$ cat src/rtl/hlf_pkg.sv
`timescale 1ns / 1ps
package hlf_pkg;

    localparam int MaxStates = 4;
    localparam int IdxW = 2;
    localparam int CntW = 3;
    localparam int ValW = 40;
    localparam int SumW = 24;

    localparam logic signed [ValW-1:0] NegInf = {1'b1, {(ValW-1){1'b0}}};
    localparam logic signed [ValW-1:0] PosMax = {1'b0, {(ValW-1){1'b1}}};
    localparam logic [16:0] Log2e = 17'd94548;
    localparam logic [15:0] Ln2 = 16'd45426;

    typedef enum logic [1:0] {
        FUNC_WR_TRANS = 2'd0,
        FUNC_WR_INIT  = 2'd1,
        FUNC_EMIT     = 2'd2,
        FUNC_FINISH   = 2'd3
    } func_t;

    typedef struct packed {
        logic [1:0]             func;
        logic [IdxW-1:0]        row_index;
        logic [IdxW-1:0]        col_index;
        logic                   first_step;
        logic signed [ValW-1:0] value;
        logic signed [ValW-1:0] extra_term;
    } in_item_t;

    typedef struct packed {
        logic signed [ValW-1:0] result_value;
        logic                   status;
    } out_item_t;

    typedef enum logic [3:0] {
        ST_IDLE,
        ST_DECODE,
        ST_TERM,
        ST_MAX,
        ST_EXP1,
        ST_EXP2,
        ST_EXP3,
        ST_LOG1,
        ST_LOG2,
        ST_LOG3,
        ST_ADD_VAL,
        ST_ADD_EXTRA,
        ST_DONE
    } state_t;

    // controller to datapath
    typedef struct packed {
        logic            load_item;
        logic            do_write;
        logic            advance_col;
        logic            first_init;
        logic            term_ld;
        logic            max_clr;
        logic            max_acc;
        logic            sum_clr;
        logic            exp1;
        logic            exp3;
        logic            log1;
        logic            log2;
        logic            log3;
        logic            add_val;
        logic            add_extra;
        logic            store_cur;
        logic            set_reject;
        logic            set_zero;
        logic [IdxW-1:0] j;
    } dp_cmd_t;

    // datapath to controller
    typedef struct packed {
        logic [1:0]      func;
        logic            first_step;
        logic            reject;
        logic            max_is_inf;
        logic            term_is_inf;
        logic [CntW-1:0] n;
    } dp_stat_t;

    localparam logic [16:0] Pow2Neg [17] = '{
        17'd65536, 17'd62757, 17'd60097, 17'd57549, 17'd55109, 17'd52773,
        17'd50535, 17'd48393, 17'd46341, 17'd44345, 17'd42495, 17'd40693,
        17'd38968, 17'd37316, 17'd35734, 17'd34219, 17'd32768
    };

    localparam logic [16:0] Log2Mant [17] = '{
        17'd0, 17'd5732, 17'd11136, 17'd16248, 17'd21098, 17'd25711,
        17'd30109, 17'd34312, 17'd38336, 17'd42196, 17'd45904, 17'd49472,
        17'd52911, 17'd56229, 17'd59434, 17'd62534, 17'd65536
    };

    function automatic logic signed [ValW-1:0] add_sat(
        input logic signed [ValW-1:0] a,
        input logic signed [ValW-1:0] b
    );
        logic signed [ValW:0] s;
        logic signed [ValW-1:0] r;
        s = {a[ValW-1], a} + {b[ValW-1], b};
        if (a == NegInf || b == NegInf) r = NegInf;
        else if (s[ValW] != s[ValW-1]) r = s[ValW] ? NegInf : PosMax;
        else r = s[ValW-1:0];
        return r;
    endfunction

endpackage

$ cat src/rtl/hlf_ctrl.sv
`timescale 1ns / 1ps
module hlf_ctrl (
    input  logic             clk,
    input  logic             rst_n,
    input  logic             start,
    output logic             busy,
    output logic             done,
    input  hlf_pkg::dp_stat_t stat,
    output hlf_pkg::dp_cmd_t  cmd
);

    hlf_pkg::state_t state_reg, state_next;
    logic [hlf_pkg::IdxW-1:0] j_reg, j_next;
    logic                     fin_reg, fin_next;

    always_ff @(posedge clk or negedge rst_n)
    begin
        if (!rst_n)
        begin
            state_reg <= hlf_pkg::ST_IDLE;
            j_reg     <= '0;
            fin_reg   <= 1'b0;
        end
        else
        begin
            state_reg <= state_next;
            j_reg     <= j_next;
            fin_reg   <= fin_next;
        end
    end

    logic last_j;
    assign last_j = ({1'b0, j_reg} == stat.n - hlf_pkg::CntW'(1));

    always_comb
    begin
        state_next = state_reg;
        j_next     = j_reg;
        fin_next   = fin_reg;
        cmd        = '0;
        cmd.j      = j_reg;
        busy       = (state_reg != hlf_pkg::ST_IDLE);
        done       = 1'b0;
        unique case (state_reg)
            hlf_pkg::ST_IDLE:
            begin
                if (start)
                begin
                    cmd.load_item = 1'b1;
                    state_next    = hlf_pkg::ST_DECODE;
                end
            end
            hlf_pkg::ST_DECODE:
            begin
                j_next = '0;
                cmd.max_clr = 1'b1;
                cmd.sum_clr = 1'b1;
                if (stat.func == hlf_pkg::FUNC_FINISH)
                begin
                    fin_next   = 1'b1;
                    state_next = hlf_pkg::ST_TERM;
                end
                else if (stat.reject)
                begin
                    cmd.set_reject = 1'b1;
                    state_next     = hlf_pkg::ST_DONE;
                end
                else if (stat.func == hlf_pkg::FUNC_EMIT)
                begin
                    fin_next        = 1'b0;
                    cmd.advance_col = 1'b1;
                    if (stat.first_step)
                    begin
                        cmd.first_init = 1'b1;
                        state_next     = hlf_pkg::ST_ADD_VAL;
                    end
                    else
                        state_next = hlf_pkg::ST_TERM;
                end
                else
                begin
                    cmd.do_write = 1'b1;
                    cmd.set_zero = 1'b1;
                    state_next   = hlf_pkg::ST_DONE;
                end
            end
            hlf_pkg::ST_TERM:
            begin
                cmd.term_ld = 1'b1;
                state_next  = hlf_pkg::ST_MAX;
            end
            hlf_pkg::ST_MAX:
            begin
                cmd.max_acc = 1'b1;
                if (last_j)
                begin
                    j_next     = '0;
                    state_next = hlf_pkg::ST_EXP1;
                end
                else
                begin
                    j_next     = j_reg + 1'b1;
                    state_next = hlf_pkg::ST_TERM;
                end
            end
            hlf_pkg::ST_EXP1:
            begin
                if (stat.max_is_inf)
                begin
                    state_next = fin_reg ? hlf_pkg::ST_DONE : hlf_pkg::ST_ADD_VAL;
                end
                else
                begin
                    cmd.term_ld = 1'b1;
                    state_next  = hlf_pkg::ST_EXP2;
                end
            end
            hlf_pkg::ST_EXP2:
            begin
                cmd.exp1   = 1'b1;
                state_next = hlf_pkg::ST_EXP3;
            end
            hlf_pkg::ST_EXP3:
            begin
                if (!stat.term_is_inf) cmd.exp3 = 1'b1;
                if (last_j)
                    state_next = hlf_pkg::ST_LOG1;
                else
                begin
                    j_next      = j_reg + 1'b1;
                    cmd.term_ld = 1'b0;
                    state_next  = hlf_pkg::ST_EXP1;
                end
            end
            hlf_pkg::ST_LOG1:
            begin
                cmd.log1   = 1'b1;
                state_next = hlf_pkg::ST_LOG2;
            end
            hlf_pkg::ST_LOG2:
            begin
                cmd.log2   = 1'b1;
                state_next = hlf_pkg::ST_LOG3;
            end
            hlf_pkg::ST_LOG3:
            begin
                cmd.log3   = 1'b1;
                state_next = fin_reg ? hlf_pkg::ST_DONE : hlf_pkg::ST_ADD_VAL;
            end
            hlf_pkg::ST_ADD_VAL:
            begin
                cmd.add_val = 1'b1;
                state_next  = hlf_pkg::ST_ADD_EXTRA;
            end
            hlf_pkg::ST_ADD_EXTRA:
            begin
                cmd.add_extra = 1'b1;
                state_next    = hlf_pkg::ST_DONE;
            end
            hlf_pkg::ST_DONE:
            begin
                if (!fin_reg && stat.func == hlf_pkg::FUNC_EMIT && !stat.reject)
                    cmd.store_cur = 1'b1;
                fin_next   = 1'b0;
                done       = 1'b1;
                state_next = hlf_pkg::ST_IDLE;
            end
            default: state_next = hlf_pkg::ST_IDLE;
        endcase
    end

endmodule

$ cat src/rtl/hlf_dp.sv
`timescale 1ns / 1ps
module hlf_dp (
    input  logic                    clk,
    input  logic                    rst_n,
    input  hlf_pkg::in_item_t       item,
    input  logic                    cfg_valid,
    input  logic [hlf_pkg::CntW-1:0] cfg_data,
    input  hlf_pkg::dp_cmd_t        cmd,
    output hlf_pkg::dp_stat_t       stat,
    output hlf_pkg::out_item_t      result
);

    localparam int V = hlf_pkg::ValW;
    localparam int M = hlf_pkg::MaxStates;

    hlf_pkg::in_item_t          item_reg;
    logic [hlf_pkg::CntW-1:0]   nst_reg;
    logic signed [V-1:0]        trans_reg [M*M];
    logic signed [V-1:0]        init_reg [M];
    logic signed [V-1:0]        prev_reg [M];
    logic signed [V-1:0]        cur_reg [M];
    logic signed [V-1:0]        term_reg, max_reg, acc_reg;
    logic [hlf_pkg::SumW-1:0]   sum_reg;
    logic [33:0]                y_reg;
    logic                       inf_reg;
    logic [4:0]                 p_reg;
    logic [16:0]                mant_reg;
    logic [21:0]                lg_reg;
    logic                       status_reg;

    logic [hlf_pkg::CntW-1:0] n;
    assign n = (nst_reg == '0) ? hlf_pkg::CntW'(1) :
               (nst_reg > hlf_pkg::CntW'(M)) ? hlf_pkg::CntW'(M) : nst_reg;

    logic reject;
    assign reject = ({1'b0, item_reg.row_index} >= n) ||
                    (item_reg.func == hlf_pkg::FUNC_WR_TRANS &&
                     {1'b0, item_reg.col_index} >= n);

    assign stat.func        = item_reg.func;
    assign stat.first_step  = item_reg.first_step;
    assign stat.reject      = reject;
    assign stat.max_is_inf  = (max_reg == hlf_pkg::NegInf);
    assign stat.term_is_inf = inf_reg;
    assign stat.n           = n;

    logic signed [V-1:0] term_src;
    always_comb
    begin
        if (item_reg.func == hlf_pkg::FUNC_FINISH) term_src = cur_reg[cmd.j];
        else term_src = hlf_pkg::add_sat(prev_reg[cmd.j],
                                         trans_reg[{cmd.j, item_reg.row_index}]);
    end

    // exp: x = c - a, y = x*log2e >> 16
    logic signed [V:0] dif;
    logic [V-1:0]      x;
    logic [15:0]       f;
    logic [4:0]        idx;
    logic [16:0]       hi, lo, mi;
    logic [29:0]       prod_e;
    always_comb
    begin
        dif    = {max_reg[V-1], max_reg} - {term_reg[V-1], term_reg};
        x      = dif[V-1:0];
        f      = y_reg[15:0];
        idx    = {1'b0, f[15:12]};
        hi     = hlf_pkg::Pow2Neg[idx];
        lo     = hlf_pkg::Pow2Neg[idx + 5'd1];
        prod_e = (hi - lo) * f[11:0];
        mi     = hi - 17'(prod_e >> 12);
    end

    // log: msb search over the sum
    logic [4:0]  pos;
    logic [15:0] fr;
    logic [4:0]  li;
    logic [16:0] la, lb;
    logic [29:0] prod_l;
    always_comb
    begin
        pos = 5'd16;
        for (int k = 17; k < hlf_pkg::SumW; k++)
            if (sum_reg[k]) pos = 5'(k);
        fr     = mant_reg[15:0];
        li     = {1'b0, fr[15:12]};
        la     = hlf_pkg::Log2Mant[li];
        lb     = hlf_pkg::Log2Mant[li + 5'd1];
        prod_l = (lb - la) * fr[11:0];
    end

    always_ff @(posedge clk or negedge rst_n)
    begin
        if (!rst_n)
        begin
            nst_reg <= hlf_pkg::CntW'(M);
            for (int i = 0; i < M; i++)
            begin
                prev_reg[i] <= hlf_pkg::NegInf;
                cur_reg[i]  <= hlf_pkg::NegInf;
            end
        end
        else
        begin
            if (cfg_valid) nst_reg <= cfg_data;
            if (cmd.advance_col && item_reg.row_index == '0)
            begin
                for (int i = 0; i < M; i++)
                begin
                    if (!item_reg.first_step) prev_reg[i] <= cur_reg[i];
                    cur_reg[i] <= hlf_pkg::NegInf;
                end
            end
            if (cmd.store_cur) cur_reg[item_reg.row_index] <= acc_reg;
        end
    end

    always_ff @(posedge clk)
    begin
        if (cmd.load_item) item_reg <= item;
        if (cmd.do_write)
        begin
            if (item_reg.func == hlf_pkg::FUNC_WR_TRANS)
                trans_reg[{item_reg.row_index, item_reg.col_index}] <= item_reg.value;
            else
                init_reg[item_reg.row_index] <= item_reg.value;
        end
        if (cmd.max_clr) max_reg <= hlf_pkg::NegInf;
        else if (cmd.max_acc && term_reg > max_reg) max_reg <= term_reg;
        if (cmd.sum_clr) sum_reg <= '0;
        else if (cmd.exp3)
            sum_reg <= sum_reg + hlf_pkg::SumW'(
                ((y_reg[33:16] >= 18'd17) ? 17'd0 : mi) >> y_reg[20:16]);
        if (cmd.term_ld)
        begin
            term_reg <= term_src;
        end
        if (cmd.exp1)
        begin
            inf_reg <= (term_reg == hlf_pkg::NegInf);
            if (x >= V'(32) << 16) y_reg <= {5'd17, 29'd0};
            else y_reg <= 34'((39'(x[21:0]) * 39'(hlf_pkg::Log2e)) >> 16);
        end
        if (cmd.log1)
        begin
            p_reg    <= pos;
            mant_reg <= 17'(sum_reg >> (pos - 5'd16));
        end
        if (cmd.log2)
            lg_reg <= {p_reg - 5'd16, 16'd0} + 22'(la) + 22'(prod_l >> 12);
        // one write to the accumulator per cycle, rejects and writes first
        if (cmd.set_reject || cmd.set_zero) acc_reg <= '0;
        else if (cmd.first_init) acc_reg <= init_reg[item_reg.row_index];
        else if (cmd.max_clr) acc_reg <= hlf_pkg::NegInf;
        else if (cmd.log3)
            acc_reg <= hlf_pkg::add_sat(max_reg,
                V'((38'(lg_reg) * hlf_pkg::Ln2 + 38'd32768) >> 16));
        else if (cmd.add_val) acc_reg <= hlf_pkg::add_sat(acc_reg, item_reg.value);
        else if (cmd.add_extra) acc_reg <= hlf_pkg::add_sat(acc_reg, item_reg.extra_term);
        if (cmd.set_reject) status_reg <= 1'b1;
        else if (cmd.max_clr) status_reg <= 1'b0;
    end

    assign result.result_value = acc_reg;
    assign result.status       = status_reg;

endmodule

$ cat src/rtl/hmm_log_forward_likelihood.sv
`timescale 1ns / 1ps
// log-domain hmm forward recursion, q24.16 values, most negative is minus infinity
// command channel: item taken at a clock edge with start high and busy low
// func 0/1 load transition / initial tables, 2 one emission for a state, 3 finish
// each item gives exactly one result beat, marked by done for one cycle
// result_value carries the new forward value or the total log-likelihood
// status flags a state index at or beyond num_states, where num_states 0 counts as 1
// config channel: cfg_valid/cfg_ready write num_states, always ready, use while idle
// writes and rejects go from decode to done, a first-step emission adds value
// then extra term, later emission and finish walk the previous column serially:
// term and max for each state, then exp for each state, then log; emission then adds
// value and extra term, and a column that is all minus infinity skips exp and log
// the exp table unit and the three-step log unit are shared and used in turn
// one item at a time; the next start is taken the cycle after done
// reset clears the columns to minus infinity and sets num_states to 4
// the tables stay undefined until written
// the receiver cannot stall: the result beat is gone after its one cycle
module hmm_log_forward_likelihood (
    input  logic               clk,
    input  logic               rst_n,
    input  logic               start,
    output logic               busy,
    input  hlf_pkg::in_item_t  item,
    output logic               done,
    output hlf_pkg::out_item_t result,
    input  logic               cfg_valid,
    output logic               cfg_ready,
    input  logic [2:0]         cfg_data
);

    hlf_pkg::dp_cmd_t  cmd;
    hlf_pkg::dp_stat_t stat;

    assign cfg_ready = 1'b1;

    hlf_ctrl u_ctrl (
        .clk   (clk),
        .rst_n (rst_n),
        .start (start),
        .busy  (busy),
        .done  (done),
        .stat  (stat),
        .cmd   (cmd)
    );

    hlf_dp u_dp (
        .clk       (clk),
        .rst_n     (rst_n),
        .item      (item),
        .cfg_valid (cfg_valid),
        .cfg_data  (cfg_data),
        .cmd       (cmd),
        .stat      (stat),
        .result    (result)
    );

endmodule
$ cat config.mk
export PLATFORM = sky130hd
export DESIGN_NAME = hmm_log_forward_likelihood
export DESIGN_NICKNAME = d
export VERILOG_FILES = /design/src/rtl/hlf_pkg.sv /design/src/rtl/hlf_ctrl.sv /design/src/rtl/hlf_dp.sv /design/src/rtl/hmm_log_forward_likelihood.sv
export SDC_FILE = /design/constraint.sdc
export NUM_CORES = 2
export LEC_CHECK = 0
export BUFFER_PORTS_ARGS = -buffer_cell sky130_fd_sc_hd__buf_2
export CORE_ASPECT_RATIO = 1.5
export CORE_MARGIN = 3
export CORE_UTILIZATION = 55
export CTS_CLUSTER_SIZE = 12
export DETAILED_ROUTE_END_ITERATION = 10
export PLACE_DENSITY = 0.69
export SLEW_MARGIN = 10
export SYNTH_ARGS = -nofsm -noshare
export SYNTH_HDL_FRONTEND = slang
export SYNTH_SLANG_ARGS = --single-unit
export TNS_END_PERCENT = 30
$ cat constraint.sdc
create_clock -name clk -period 30.7 [get_ports clk]
set_input_delay 1.535 -clock clk [delete_from_list [all_inputs] [get_ports clk]]
set_output_delay 1.535 -clock clk [all_outputs]
set_load 0.01 [all_outputs]
==> metrics.md <==
| Metric | Value |
|---|---|
| Max H-tree Level | `4` |
| Setup violations, final | `0` |
| Count of warnings emitted by yosys | `0` |
| RSZ-0062 raised after global routing | `false` |
| Violation count after the first detailed-routing iteration | `about 5600` |
| Met3 Usage GRT | `under 10%` |
| Remaining Overflow, GRT | `0` |
| Number of iterations in the first detailed-routing pass | `6` |
| Post-Route Setup TNS | `0 ns` |
| Post-route setup slack | `around 15 ns` |
| Overall die width | `about 350 um` |
| Number of primary I/O pins | `between 100 and 150` |
| Via count of the first global-routing pass | `between 70000 and 80000` |
| #FFs+latches synth | `between 1000 and 1500` |
| Kind of start point of the critical path | `register` |
| Detailed Route WL | `about 280 mm` |
| Post-layout nets | `around 9600` |
| Global routing usage on met2 | `about 57%` |
| Share of post-route cells with drive strength above 1 | `a little over an eighth` |
| Grt peak-use layer | `met2` |
| Worst rel slew slack | `between 20% and 30%` |
| Die area | `181500 sq um` |
| Initial antenna violation count | `7` |
| Starting Density | `55.41%` |
| Number of buffers inserted by port buffering | `between 100 and 150` |
| Syn Inst Count | `slightly above 8000` |
| Average wire per standard cell | `approximately 27 um` |
| Endpoint class of the critical path | `register` |
| CTS tree | `yes` |
| Final RePlAce weighted congestion | `0.9983` |
| Commonest cells after routing, fill and taps aside | `sky130_fd_sc_hd__edfxtp_1 (991), sky130_fd_sc_hd__inv_1 (888), sky130_fd_sc_hd__ha_1 (693)` |
| Actual slew at the worst max-slew pin | `roughly 1.2 ns` |
| Number of gates resized after CTS | `0` |
| Total half-perimeter wirelength after legalization and detailed placement | `around 210 mm` |
| Most common cell type on the critical path | `sky130_fd_sc_hd__a21oi_1` |
| Final hold violation count | `0` |
| Share of the yosys chip area belonging to registers | `between 40 and 50%` |
| Required arrival time at the worst endpoint | `about 31 ns` |
| Flip-flop count of the largest register after layout | `640` |
| Classification of the worst-slack hold path | `register to register` |
| CTS root buf | `sky130_fd_sc_hd__clkbuf_16` |
| Slowest cell on the critical path | `sky130_fd_sc_hd__edfxtp_1` |
| Floorplan core area | `175000 sq um` |
| Setup Skew | `between 0.06 and 0.07 ns` |
| Clock buffers created by TritonCTS | `145` |
| Met1 routing resource usage after global routing | `between 30 and 40%` |
| Row cnt | `between 150 and 200` |
| Count of hold buffers inserted by post-cts repair | `0` |
| Maximum buffer depth of the clock tree | `3` |
| Max Clock Freq | `~63 MHz` |
| Post-detailed-route count of antenna-violating nets | `0` |
| Flip-flop cell with the highest count after synthesis | `sky130_fd_sc_hd__edfxtp_1` |
| Number of enable flip-flop cells after synthesis | `991` |
| DRC viols | `0` |
| Maximum number of pins on one net before global-route repair | `between 100 and 150` |
| Clock slew at the register clock pins of the worst setup and hold paths | `0.06 ns` |
| GRT Overall Usage | `a little under a third` |
| Clock latency of the later-clocked register in the worst-skew pair | `between 0.8 and 0.9 ns` |
| Total via count after detailed routing | `66610` |
| Maximum cell stage delay along the critical path | `~0.57 ns` |
| Number of pins with negative max-slew slack in the final report | `0` |
| Total cell area at the placement stage | `roughly 100000 sq um` |
| Synth Cell Area | `between 90000 and 100000 sq um` |
| Proportion of register bits with asynchronous set or reset after synthesis | `a little under a quarter` |
| Wire length of the first global-routing pass | `roughly 430 mm` |
| Minimum setup slack after placement | `14.83 ns` |
| CP Class | `register to register` |
| Fillers | `between 10000 and 15000` |
| Clock sink count | `1428` |
| Via density per instance | `6.306` |
| Unique masters post-synth | `between 100 and 150` |
| Commonest non-fill, non-tap cell in the layout | `sky130_fd_sc_hd__edfxtp_1` |
| Max Cap Violations | `0` |
| Growth of design area from synthesis to finish | `8.481%` |
| Number of nets in the synthesized netlist | `9490` |
| Hold_ws | `roughly 0.50 ns` |
| Critical-path maximum fanout | `14` |
| Buffer count from post-CTS setup fixing | `0` |
| Final critical-path required period | `around 16 ns` |
| Total non-filler cell area in the finished layout | `~110000 sq um` |
| Worst EP arrival | `16.65 ns` |
| Run status | `complete, no violations` |
| Final worst path period share | `52.00%` |
| Chip Height | `520.3 um` |
| Mean area per synthesized cell | `about 12 sq um` |
through the flow:
step           cells  utilization, %
2_1_floorplan   8102               -
3_3_place_gp   10320           57.51
3_5_place_dp   10320           57.51
4_1_cts        10560           60.11
5_1_grt        10560           60.11
6_report       10560           60.11
metal layers:
metal,routed length [um],vias up
met1,97490,33940
met3,15760,871
met4,22780,2
met5,11,-
met2,147600,2491
li1,-,29310
synthesized netlist by cell type (all sizes together) (30+ instances only):
cell type	number	area share, %
nor3	96	0.50
clkbuf	277	1.1
a221o	51	0.53
o211ai	30	0.23
dfxtp	107	2.2
xor2	125	1.1
a211oi	51	0.39
nand2b	66	0.43
nor2	312	1.2
a31oi	37	0.24
nand4	51	0.33
inv	893	3.5
o21bai	46	0.36
and3	45	0.29
fa	601	12
and2	144	0.93
a22o	198	1.8
nor2b	63	0.41
a21oi	401	2.1
nand3	101	0.52
nor4	89	0.57
xnor2	226	2.0
o21ai	302	1.6
o21a	53	0.41
buf	73	0.39
mux2	177	2.1
edfxtp	991	31
dfrtp	321	8.3
mux2i	49	0.51
mux4	321	7.5
nand2	625	2.4
ha	693	8.9
a21o	133	1.0
path summary, 6_finish.rpt:
check / start / end / slack [ns] / cells after the start
hold reg to reg: u_dp.sum_reg[14] / u_dp.sum_reg[14] / 0.50 / 2
max in group asynchronous: rst_n / u_dp.prev_reg[138] / 27.41 / 3
min in group asynchronous: rst_n / u_dp.prev_reg[105] / 0.79 / 1
setup / recovery: u_dp.y_reg[12] / u_dp.sum_reg[22] / 14.74 / 62
setup reg to reg: u_dp.y_reg[12] / u_dp.sum_reg[22] / 14.74 / 62
hold / removal: u_dp.sum_reg[14] / u_dp.sum_reg[14] / 0.50 / 2
kinds of logic (layout without fill, tap and decap cells):
family	after synthesis	count (layout)	synth area share (%)
AO/OA/AOI/OAI	1531	1531	10.62
XOR/XNOR	352	352	3.193
adder cells (fa/ha/maj)	1295	1295	21.36
buffers and inverters	1245	1425	4.931
flip-flops	1428	1428	41.42
multiplexers	547	547	10.02
other	1	3	0.003867
AND/OR/NAND/NOR	1703	1703	8.459
layout make-up:
type	instances	area, sq um	area share, %
clock buffers	206	3928	3.733
flip-flops and latches	1428	40180	38.19
inverters	895	3362	3.196
diodes	2	5.005	0.004757
clock inverters	33	629.4	0.5982
well taps	2280	2853	2.712
repair buffers	291	1892	1.798
multi-input cells	5429	52360	49.77
worst max-delay path, delay by kind of cell, from the launching register on:
family	cells	cell delay, ns
muxes	1	0.21
AOI/OAI and AO/OA	32	7.03
and+or+nand+nor	7	1.04
DFF	1	0.57
adders and majority gates	12	5.33
buffers and inverters	6	0.68
xor gates and xnor gates	4	0.97
Power is left out: the tool's default activity adds up to more than one toggle a clock period on the data nets, which glitch-free logic cannot reach.
